`config.mk`:
```
export PLATFORM = sky130hd
export DESIGN_NAME = ola_ram
export DESIGN_NICKNAME = d
export VERILOG_FILES = /design/src/design/ola_ram.sv
export SDC_FILE = /design/constraint.sdc
export NUM_CORES = 1
export LEC_CHECK = 0
export BUFFER_PORTS_ARGS = -buffer_cell sky130_fd_sc_hd__buf_2
export CAP_MARGIN = 5
export CELL_PAD_IN_SITES_DETAIL_PLACEMENT = 0
export CELL_PAD_IN_SITES_GLOBAL_PLACEMENT = 1
export CORE_MARGIN = 8
export CORE_UTILIZATION = 42
export CTS_CLUSTER_DIAMETER = 50
export DETAILED_ROUTE_END_ITERATION = 7
export GPL_ROUTABILITY_DRIVEN = 0
export MAX_ROUTING_LAYER = met4
export PLACE_DENSITY_LB_ADDON = 0.1
export SYNTH_ARGS = -nofsm -noshare
export SYNTH_HDL_FRONTEND = slang
export SYNTH_SLANG_ARGS = --single-unit
```
`constraint.sdc`:
```
create_clock -name i_clk -period 5.63 [get_ports i_clk]
set_input_delay 1.689 -clock i_clk [delete_from_list [all_inputs] [get_ports i_clk]]
set_output_delay 1.689 -clock i_clk [all_outputs]
set_load 0.01 [all_outputs]
```
`src/design/ola_ram.sv`:
```
// Generic single-port-write, single-port-read RAM with a registered read.
// No dependencies.
`default_nettype none

module ola_ram #(
    parameter int WIDTH = 8,
    parameter int DEPTH = 16
) (
    input  logic                     i_clk,
    input  logic                     i_we,
    input  logic [$clog2(DEPTH)-1:0] i_waddr,
    input  logic [WIDTH-1:0]         i_wdata,
    input  logic [$clog2(DEPTH)-1:0] i_raddr,
    output logic [WIDTH-1:0]         o_rdata
);

    logic [WIDTH-1:0] r_mem [DEPTH];

    always_ff @(posedge i_clk) begin
        if (i_we) begin
            r_mem[i_waddr] <= i_wdata;
        end
        o_rdata <= r_mem[i_raddr];
    end

endmodule

`default_nettype wire

```
## After elaboration in Yosys (flattened, before gate mapping)

Memories as Yosys holds them, arrays and structs flattened. A register that Yosys moved wholly into a read port is not among the register bits.
Cells that the tools add are included.

| storage, ports and cells | value |
|---|---|
| register bits | 0 |
| bits in writable memories | 128 |
| input port bits | 18 |
| output and inout port bits | 8 |
| memories | 1 |

| cells by class | value |
|---|---|
| multiplexer cells | 2 |

Memories:

| memory | words | width | read ports | clocked after Yosys merged registers in | wr ports | RTL line | RTL |
|---|---|---|---|---|---|---|---|
| r_mem | 16 | 8 | 1 | 1 | 1 | 17 | `logic [WIDTH-1:0] r_mem [DEPTH];` |

Operator list:

| kind | count |
|---|---|
| 1-bit 2-to-1 mux | 2 |

## Logic depth before layout (Yosys ltp)

Gate-level depths: netlist of run 1.

| logic depth | value |
|---|---|
| depth in word-level cells | 2 |
| depth in mapped cells | 5 |
| mapped depth without buffers | 3 |

## Least setup slack after synthesis of run 1

No wires, ideal clock.

| path | value |
|---|---|
| kind | input -> register |
| start | input port i_waddr[2] |
| end | memory r_mem[0][0], enable pin |
| arrival time | 2,799 ps |
| required time | 5,247 ps |
| slack | 2,448 ps |
| cell stages on the path | 2 |
| path buffers | 0 |
| cells stage by stage | or3b_2 -> nor3_1 |

RTL lines:

| item | RTL line | RTL |
|---|---|---|
| from (decl) | 11 | `input logic [$clog2(DEPTH)-1:0] i_waddr,` |
| to (decl) | 17 |  |

Straight into the memory's write port.

==> results of run 1 <==
## area by class of cell
cell class	instances	area share
Clock buffer	20	0.0731
Clock inverter	12	0.0222
Multi-Input combinational cell	83	0.178
Sequential cell	136	0.670
Tap cell	147	0.0308
Timing Repair Buffer	29	0.0256
## kinds of logic after synthesis
| logic type | count (synthesis) | share of synthesized area |
|---|---|---|
| and+or+nand+nor | 35 | 0.0318 |
| AOI/OAI and AO/OA | 16 | 0.0233 |
| muxes | 32 | 0.150 |
| buffers and inverters | 10 | 0.0168 |
| DFF | 136 | 0.778 |
## placed cells by master (no fill, tap or decap), drive strengths merged, types with 2 or more instances in the layout
cell and instances:
edfxtp 128, mux4 32, buf 29, clkbuf 20
a22oi 16, nor2 13, nand2 9, dfxtp 8
clkinv 8, nor3 4, bufinv 3, nand3b 2
nand2b 2
## routing by layer
metal	vias up	GRT usage
met5	-	-
met4	0	0.0504
met3	8	0.0465
met2	60	0.214
met1	1251	0.182
li1	1051	-
## power groups by stage
stage | Clock [uW] | Sequential [uW] | Combinational [uW]
5_1_grt | 1130 | 1140 | 111
3_3_place_gp | 0 | 1160 | 103
3_5_place_dp | 0 | 1160 | 104
6_report | 1060 | 1140 | 101
2_1_floorplan | 0 | 1160 | 57.5
4_1_cts | 1080 | 1140 | 104
## worst min path at each step
stage / to / start / cells past startpoint
6_report: o_rdata[2] / r_mem[4][2] / 3
3_3_place_gp: o_rdata[0] / r_mem[12][0] / 3
3_5_place_dp: o_rdata[2] / r_mem[7][2] / 3
2_1_floorplan: o_rdata[0] / r_mem[7][0] / 3
5_1_grt: o_rdata[4] / r_mem[15][4] / 3
4_1_cts: o_rdata[2] / r_mem[7][2] / 3
## sequential cells by signal (all words and copies together) (netlist names)
name / count
r_mem: 128
o_rdata: 8
## worst min-delay path: stages (launching register included)
cell      delay, ns
edfxtp_1       0.31
mux4_1         0.21
a22oi_1        0.06
nand2_1        0.06
## through the flow
stage | cells | area, sq um | hold WS, ns | util | setup WS, ns
floorplan | 229 | 5150 | 0.629 | - | 2.45
global placement | 394 | 5400 | 0.656 | 0.449 | 1.81
detailed placement | 395 | 5400 | 0.656 | 0.450 | 1.82
CTS | 427 | 5970 | 0.668 | 0.497 | 2.25
global route | 427 | 5970 | 0.682 | 0.497 | 2.15
finish | 427 | 5970 | 0.658 | 0.497 | 2.32
==> reports/summary.md, run 1 <==
The cell family with the largest share of critical-path delay was buffers and inverters. The share of power burned in the clock network came out at 0.461. The tools report the internal power summed over all cells as 1860 uW. The number of hold buffers added after CTS was 0. The tools report the number of placed I/O pins as 26.

The first routing iteration left 194 violations. In this run the core area contains 40 standard-cell rows. Slew at the pin closest to its max-slew limit: 1.06 ns.

Summing internal, switching and leakage power gives 2300 uW. The run gives 4.23 ns as the setup slack of the most critical reg-to-reg path. Setup repair after global routing left no endpoint under its margin.

The number of antenna-violating nets in the routed design was 0. For this design, the sink count on the clock tree is 136. In the final routed layout, each cell accounts on average for 24.1 microns.

Derived from the worst setup path, the maximum achievable clock frequency is 0.302 GHz. After detailed routing, the wire length on met1 is 4750 microns. Via count of the first global-routing pass: 2497. Along the worst path, the maximum fanout reaches 26. Across the run, the number of max-cap violations was 0.

The core region is 12000 sq um. Signal routing reaches up to met4. The mean area per synthesized cell works out to 22.5 sq um.

The required arrival time at the worst endpoint was 5.92 ns; the number of pins with negative max-slew slack in the final report was 0. For the maximum buffer depth of the clock tree, the log shows 2. Subtracting the final worst setup slack from the clock period gives 3.31 ns. The number of remaining DRC errors was 0; the share of Yosys cell area claimed by the top area cell type was 0.747.

Cell type with the highest aggregate area in the netlist: edfxtp_1. VDD sags by at most 0.212 mV. TritonCTS built the clock tree.

The run gives 0 as the number of hold violations in the final report. The number of enable flip-flop cells after synthesis works out to 128. The headroom to the max-slew limit was 0.288.

The switching power as a share of total power works out to 0.192. The first global-routing pass estimated 15800 microns of wire. After synthesis, the cell types taking the most area are edfxtp_1 75%, mux4_2 7.9%, mux4_1 7.1%. The synthesized instance count is 229, and the sequential element share of the synthesized area is 0.778. Counting both buffers and inverters, the worst setup path holds a total of 2. The run gives 0.495 as the share of power burned in registers. Yosys mapped the design onto 19 distinct sky130hd cell types.

The H-tree depth was 4. In this run the worst setup path begins at i_raddr[0]. The number of port buffers was 25. For this run, the slowest stage of the critical path takes 0.66 ns.

For the worst setup path, the data arrival time is 3.60 ns. The clock transition at the registers of the reported paths is 0.05 ns. For the fill cell instance count of the final layout, the log shows 976. Setup violations remaining at the end of the flow were counted as 0. The terminus of the critical flop-to-flop path was o_rdata[5].

Entering global routing, the biggest net connects 33 pins. The commonest cells after synthesis are 128 x edfxtp_1, 18 x mux4_2, 16 x a22oi_1. The run gives 17 as the CTS buffer count. edfxtp_1 is the most common cell in the netlist.

The total power divided by cell area is 386 nW/um^2. The run gives 0.144 as the aggregate global-route resource usage. The initial antenna violation count was 0. The first TritonRoute pass finished after 4 iterations.

The period utilization was 0.587. After detailed routing, the total wire length is 10300 microns. For this run, the leading register cell type out of synthesis is edfxtp_1. After global routing the overflow that remains totals 0.

Registers take 4000 sq um. The tools report the area enclosed by the die boundary as 16100 sq um. Category of the worst setup path launch point: an input port.

The logs give 0.41 ns for the latest clock arrival within the worst-skew pair and 0.00556 ns for the worst clock skew. Instance count on the critical path: 5. The flow ran to the end, and the final reports show no timing, DRC or antenna violations.

The Yosys step of the flow raised 0 warnings. Summing all multi-input logic gate instances after layout gives 1060 sq um. The proportion of power drawn by combinational gates is 0.044. The effective utilization at floorplan was 0.429. The fraction of synthesis flops using an asynchronous set or reset pin is 0. Worst min-delay path class: flop to flop. The root buffer cell is clkbuf_16.

The cell with the biggest individual delay on the critical path is buf_2. The synthesized design contains 136 register bits. Measured along the x axis, the die boundary spans 127 microns.

The total inserted antenna cells is 0. Traced cell by cell, the critical path runs through buf_2 -> buf_4 -> mux4_1 -> a22oi_1 -> nand2_1. The number of resized instances in the post-cts repair step came out at 0.

Mean number of vias per cell: 5.55. Measured in cells, the most critical reg-to-reg path has a length of 3. The endpoint type of the worst setup path was a flop.

The routed layout has 2370 vias. The kind of critical path was input port to flop. The share of layout cells above drive strength 1 works out to 0.264.

The logs give 0.00199 uW for the leakage power and 443 uW for the switching power. The number of nets handed over by synthesis was 247. For this run, the post-layout net count is 285.

The worst register-to-register path begins at r_mem[9][5]. The height of the die came out at 127 microns. The tools report the met3 routed wirelength as 514 microns.

The wire length on met2 was 4930 microns. After legalization and detailed placement, the total HPWL measured 6390 microns. The area added between synthesis and finish came out at 16.0%. The total setup buffers inserted after CTS was 0. Following the worst setup path forward leads to its endpoint at o_rdata[1].

The synthesized area was 5150 sq um. The tools report the final total negative setup slack as 0 ns.
Power figures use the tool's default switching activity.
==> inputs of run 2 (changes only) <==
Clock period 5.63 ns to 2.8 ns, I/O delays scaled along.
==> run 2 against run 1 <==
Non-clock buffer count up 16. First-iteration DRC count rose by 20%. Final area rose by 3.5%. Count of clock-buffer cells in the layout up 3. Worst setup slack worse by 1.4 ns. Total power up 110%. Via count is 0.84% lower. Combinational power increased by 110%. Global-route usage decreased by 0.24 points. Sequential cell count did not move. Clock skew rose by 0.0010 ns. Clock power grew 120%. Critical path type unchanged. Largest power group is now clock.
==> reports/summary.md, run 2 (same netlist as run 1, synthesis figures left out) <==
The CTS buffer count came out at 17 (unchanged). The share of power burned in registers came out at 0.474 (was 0.495). The launching element of the worst setup path is i_raddr[0] (unchanged). The share of layout cells above drive strength 1 is 0.318 (was 0.264).

The run gives 2549 (was 2497) as the via count of the first global-routing pass. Cells traversed along the worst timing path: buf_2 -> buf_12 -> mux4_1 -> a22oi_1 -> nand2_1 (was buf_2 -> buf_4 -> mux4_1 -> a22oi_1 -> nand2_1). The number of flip-flops in the largest register works out to 128 (unchanged). The run gives 0.482 (was 0.461) as the share of power burned in the clock network.

Most common cell after layout, fill and taps aside: edfxtp_1 (unchanged). The tools report the internal power summed over all cells as 3950 uW (was 1860 uW). The largest driver fanout on the critical path came out at 32 (was 26). For the hold buffer count at CTS, the log shows 0 (unchanged).

The category of the worst setup path launch point is an input port (unchanged). The aggregate global-route resource usage is 0.141 (was 0.144), and the final standard cell utilization of the core is 0.514 (was 0.497). The initial antenna violation count is 0 (unchanged), and the number of resized instances in the post-cts repair step is 0 (unchanged). Post-layout minimum cycle time: 1.88 ns.

Via count: 2350 (was 2370). Worst min-delay path class: flop to flop (unchanged). The delay of the slowest cell on the worst path is 0.58 ns (was 0.66 ns), and the maximum buffer depth of the clock tree is 2 (unchanged). The number of pins with negative max-slew slack in the final report is 0 (unchanged), and the number of port buffers is 25 (unchanged). The instance count on the critical path is 5 (unchanged). Largest registers ranked by flip-flop count: r_mem x128, o_rdata x8 (unchanged). The run gives 3.08 ns (was 5.92 ns) as the required arrival time at the worst endpoint.

The worst hold path startpoint was r_mem[15][3] (was r_mem[4][2]). Setup repair after global routing left no endpoint under its margin. The depth of the worst register-to-register path came out at 3 (unchanged). The run gives 0.400 mV (was 0.212 mV) as the maximum VDD drop. Clock transition at the registers of the reported paths: 0.05 ns (about the same).

Static timing analysis puts the maximum clock frequency at 0.533 GHz. The period utilization is 0.670. The logs give 0.00660 ns (was 0.00556 ns) for the worst clock skew and 233 (was 194) for the count of routing violations after the opening detailed-route iteration. The number of standard-cell rows in the floorplan was 40 (unchanged).

The latest clock arrival within the worst-skew pair is 0.40 ns (was 0.41 ns), and the total inserted antenna cells is 0 (unchanged). The tools report the total setup buffers inserted after CTS as 0 (unchanged). The run gives 136 (unchanged) as the number of clock sinks. The cell family with the largest share of critical-path delay was multiplexers (was buffers and inverters).

For the effective utilization at floorplan, the log shows 0.429 (unchanged). The total power divided by cell area was 783 nW/um^2 (was 386 nW/um^2); the aggregate routed wire length was 10000 microns (was 10300 microns). The number of hold violations in the final report is 0 (unchanged), and the number of nets in the layout is 301 (was 285). The endpoint type of the worst setup path is a flop (unchanged). The register with the most flip-flops is r_mem (unchanged). The kind of critical path was input port to flop (unchanged).

Horizontal die dimension: 127 microns (unchanged). The area enclosed by the die boundary was 16100 sq um (unchanged); the final total negative setup slack was 0 ns (unchanged). The proportion of power drawn by combinational gates was 0.044 (about the same).

The flow ran to the end, and the final reports show no timing, DRC or antenna violations. The combined buffer and inverter count along the critical path came out at 2 (unchanged). Switching power as a share of total power: 0.184 (was 0.192). The non-filler instance count after layout came out at 443 (was 427).

The leakage power came out at 0.00213 uW (was 0.00199 uW). The arrival time of the worst setup path is 2.16 ns (was 3.60 ns). The tools report the root buffer cell as clkbuf_16 (unchanged). The area added between synthesis and finish is 20.0% (was 16.0%), and the mean number of vias per cell is 5.30 (was 5.55).

The cell with the biggest individual delay on the critical path is mux4_1 (was buf_2). The startpoint of the most critical register-to-register path is r_mem[0][5] (was r_mem[9][5]). TritonCTS built the clock tree. For the number of antenna-violating nets in the routed design, the log shows 0 (unchanged). For the final HPWL from detailed placement, the log shows 6210 microns (was 6390 microns). Most used cells in the layout excluding fill and tap cells: 128 x edfxtp_1, 25 x buf_2, 18 x mux4_2, 18 x buf_4, 17 x clkbuf_16 (was 128 x edfxtp_1, 26 x buf_2, 18 x mux4_2). The pin count of the biggest net entering global routing came out at 33 (unchanged). The overflow left after global routing was 0 (unchanged). The tools report the final number of setup-violating endpoints as 0 (unchanged). The first-pass GRT wire length is 15700 microns (was 15800 microns). Per-cell routed wire length: 22.6 microns (was 24.1 microns). The switching power is 892 uW (was 443 uW). The H-tree depth is 4 (unchanged). The count of maximum capacitance violations was 0 (unchanged); the number of placed instances with taps included was 411 (was 395). For the number of placed I/O pins, the log shows 26 (unchanged). Headroom to the max-slew limit: 0.675 (was 0.288).

The slew at the pin closest to its max-slew limit was 0.488 ns (was 1.06 ns). The worst hold path stage count is 3 (unchanged), and the number of remaining DRC errors is 0 (unchanged). The run gives 12000 sq um (unchanged) as the area of the core. The height of the die is 127 microns (unchanged), and the first-pass iteration count of the detailed router is 4 (unchanged).
-- run 2: worst reg2reg max path: cells and delay by family, from the launching register on --
family,cells,cell delay [ns]
AOI/OAI and AO/OA,1,0.28
muxes,1,0.49
and+or+nand+nor,1,0.09
DFF,1,0.37
-- run 2: power by group through the flow --
| stage | combinational [uW] | clock (uW) | sequential [uW] |
|---|---|---|---|
| floorplan | 116 | 0 | 2330 |
| global placement | 217 | 0 | 2330 |
| detailed placement | 220 | 0 | 2330 |
| CTS | 221 | 2370 | 2290 |
| global route | 238 | 2450 | 2300 |
| finish | 213 | 2330 | 2290 |
-- run 2: worst paths after layout --
kind | to | slack (ns)
worst max register to register | o_rdata[5] | 1.45
worst max-delay path | o_rdata[0] | 0.92
worst min-delay path | o_rdata[3] | 0.67
worst min register to register | o_rdata[3] | 0.67
-- run 2: metal layers --
metal	GRT usage	part of all wire	vias to the layer above
li1	-	-	1080
met1	0.190	0.46	1195
met2	0.203	0.47	63
met3	0.0331	0.056	12
met4	0.0588	0.011	0
met5	-	0	-
-- run 2: stage by stage --
stage | setup slack (ns) | instance area [sq um] | hold slack [ns] | power, uW
floorplan | 0.467 | 5150 | 0.629 | 2450
global placement | 0.456 | 5550 | 0.654 | 2550
detailed placement | 0.452 | 5550 | 0.663 | 2550
CTS | 0.880 | 6180 | 0.680 | 4880
global route | 0.785 | 6180 | 0.695 | 4980
finish | 0.923 | 6180 | 0.665 | 4840
-- run 2: layout make-up --
cell class | instances | area (sq um)
flip-flops and latches | 136 | 4000
clock buffers | 23 | 488
fillers | 957 | 5830
repair buffers | 45 | 300
well taps | 147 | 184
clock inverters | 9 | 145
multi-input cells | 83 | 1060
==> inputs of run 3 (changes only) <==
Clock period 2.8 ns to 1.65 ns, I/O delays scaled along.
==> run 3 against run 2 <==
Highest routed layer unchanged. Die area unchanged. First-iteration DRC count increased by 6.0%. Hold slack worse by 0.17 ns. Critical path type unchanged. Critical endpoint is now o_rdata[2].
==> reports/summary.md, run 3 (same netlist as run 1, synthesis figures left out) <==
The switching power as a share of total power came out at 0.192 (was 0.184). The startpoint of the most critical register-to-register path was r_mem[5][3] (was r_mem[0][5]). The required arrival time at the worst endpoint was 1.94 ns (was 3.08 ns); the via count was 2465 (was 2350). Number of placed I/O pins: 26 (unchanged). Post-layout minimum cycle time: 1.57 ns. The number of port buffers works out to 25 (unchanged). The area enclosed by the die boundary came out at 16100 sq um (unchanged). The root buffer cell is clkbuf_16 (unchanged). The arrival time of the worst setup path was 1.86 ns (was 2.16 ns); the number of hold violations in the final report was 0 (unchanged). For the share of power burned in the clock network, the log shows 0.465 (was 0.482). Kind of critical path: input port to flop (unchanged). The total setup buffers inserted after CTS is 0 (unchanged), and the aggregate routed wire length is 10900 microns (was 10000 microns). The run gives 7020 microns (was 6210 microns) as the final HPWL from detailed placement. The logs give 0 (unchanged) for the final number of setup-violating endpoints and 0.482 (was 0.474) for the share of power burned in registers. The largest driver fanout on the critical path was 9 (was 32); the proportion of power drawn by combinational gates was 0.052 (was 0.044).

The maximum buffer depth of the clock tree came out at 2 (unchanged). The area added between synthesis and finish came out at 22.2% (was 20.0%). The period utilization works out to 0.953.

For the number of resized instances in the post-cts repair step, the log shows 0 (unchanged). The pin count of the biggest net entering global routing is 17 (was 33). The tools report the maximum clock frequency as 0.636 GHz.

The category of the worst setup path launch point was an input port (unchanged). Maximum VDD drop: 0.584 mV (was 0.400 mV). The register with the most flip-flops was r_mem (unchanged). The logs give 0 (unchanged) for the total inserted antenna cells and 453 (was 443) for the non-filler instance count after layout.

The share of layout cells above drive strength 1 works out to 0.350 (was 0.318). The run gives 0 (unchanged) as the hold buffer count at CTS. Most used cells in the layout excluding fill and tap cells: 128 x edfxtp_1, 25 x buf_2, 24 x buf_4 (was 128 x edfxtp_1, 25 x buf_2, 18 x mux4_2, 18 x buf_4, 17 x clkbuf_16).

The horizontal die dimension is 127 microns (unchanged), and the internal power summed over all cells is 6510 uW (was 3950 uW). The logs give 0.148 (was 0.141) for the aggregate global-route resource usage and 0.27 ns (was 1.45 ns) for the setup slack of the most critical reg-to-reg path. Setup repair after global routing left no endpoint under its margin. Area of the core: 12000 sq um (unchanged). The latest clock arrival within the worst-skew pair was 0.40 ns (about the same); the number of antenna-violating nets in the routed design was 0 (unchanged). The logs give 0 (unchanged) for the overflow left after global routing and 247 (was 233) for the count of routing violations after the opening detailed-route iteration.

The most common cell after layout, fill and taps aside is edfxtp_1 (unchanged). The logs give 4 (unchanged) for the H-tree depth and 6 (was 4) for the first-pass iteration count of the detailed router. TritonCTS built the clock tree.

The number of remaining DRC errors is 0 (unchanged), and the worst hold path stage count is 1 (was 3). The fill cell instance count of the final layout is 963 (was 957). The number of standard-cell rows in the floorplan is 40 (unchanged). The number of flip-flops in the largest register is 128 (unchanged). The height of the die came out at 127 microns (unchanged). The mean number of vias per cell was 5.44 (was 5.30). The tools report the launching element of the worst setup path as i_raddr[0] (unchanged).

The run gives 2523 (was 2549) as the via count of the first global-routing pass. The run gives 8060 uW (was 4840 uW) as the total power. The initial antenna violation count came out at 0 (unchanged). The worst clock skew was 0.00658 ns (was 0.00660 ns). Worst min-delay path class: input port to flop (was flop to flop). The switching power was 1550 uW (was 892 uW).

The slew at the pin closest to its max-slew limit was 0.721 ns (was 0.488 ns). The logs give 17 (unchanged) for the CTS buffer count and 4000 sq um (unchanged) for the storage element area. Endpoint type of the worst setup path: a flop (unchanged). The run gives 16400 microns (was 15700 microns) as the first-pass GRT wire length. The number of pins with negative max-slew slack in the final report was 0 (unchanged); the depth of the worst register-to-register path was 3 (unchanged). The logs give 136 (unchanged) for the number of clock sinks and 0.517 (was 0.675) for the headroom to the max-slew limit. The run finished with clean final reports. The number of nets in the layout came out at 311 (was 301). Largest registers ranked by flip-flop count: r_mem x128, o_rdata x8 (unchanged). The effective utilization at floorplan is 0.429 (unchanged). The run gives 421 (was 411) as the number of placed instances with taps included. The per-cell routed wire length was 24.1 microns (was 22.6 microns).

Leakage power: 0.00217 uW (was 0.00213 uW). The total power divided by cell area is 1280 nW/um^2 (was 783 nW/um^2). The clock transition at the registers of the reported paths works out to 0.05 ns (about the same). The run gives 1070 sq um (was 1060 sq um) as the area taken by multi-input logic gates. The count of maximum capacitance violations came out at 0 (unchanged). The tools report the worst hold path startpoint as i_wdata[5] (was r_mem[15][3]).
run 3: cell types whose count changed in the layout (fill, tap and decap cells not counted), moves of 3 or more:
| cell | before | now |
|---|---|---|
| buf_12 | 2 | 6 |
| buf_4 | 18 | 24 |
| nor3_2 | 0 | 3 |
| nor3_1 | 4 | 1 |
run 3: critical path: stages:
cell,delay (ns)
buf_2,0.16
buf_12,0.14
buf_12,0.14
buf_4,0.13
mux4_2,0.49
a22oi_1,0.23
nand2_1,0.07
run 3: area by class of cell:
cell class	instances	area share
clock inverters	7	0.0143
repair buffers	55	0.0676
well taps	147	0.0292
multi-input cells	83	0.170
clock buffers	25	0.0819
flip-flops and latches	136	0.636
run 3: metal layers:
metal | track usage | wire length (microns) | vias up
met1 | 0.211 | 5450 | 1295
met5 | - | 0 | -
met2 | 0.202 | 4950 | 62
li1 | - | - | 1101
met4 | 0.0483 | 92 | 0
met3 | 0.0394 | 412 | 7
run 3: through the flow:
step	setup WS, ns	TNS (ns)	hold slack [ns]	utilization	cell area [sq um]
after floorplan	-0.111	-3.42	0.594	-	5160
after global placement	-0.363	-6.50	0.641	0.473	5690
after detailed placement	-0.382	-6.92	0.659	0.473	5690
after CTS	0.0428	0	0.478	0.524	6290
after global routing	0.0142	0	0.492	0.524	6290
final	0.0778	0	0.492	0.524	6290
run 3: final timing paths:
path                                    end
worst min-delay path            r_mem[9][5]
worst max-delay path             o_rdata[2]
worst min register to register   o_rdata[5]
worst max register to register   o_rdata[3]
run 3: power groups by stage:
stage	logic, uW	clock network, uW	registers, uW
finish	420	3750	3890
global route	456	3970	3890
CTS	429	3810	3890
detailed placement	428	0	3960
global placement	424	0	3960
floorplan	197	0	3960
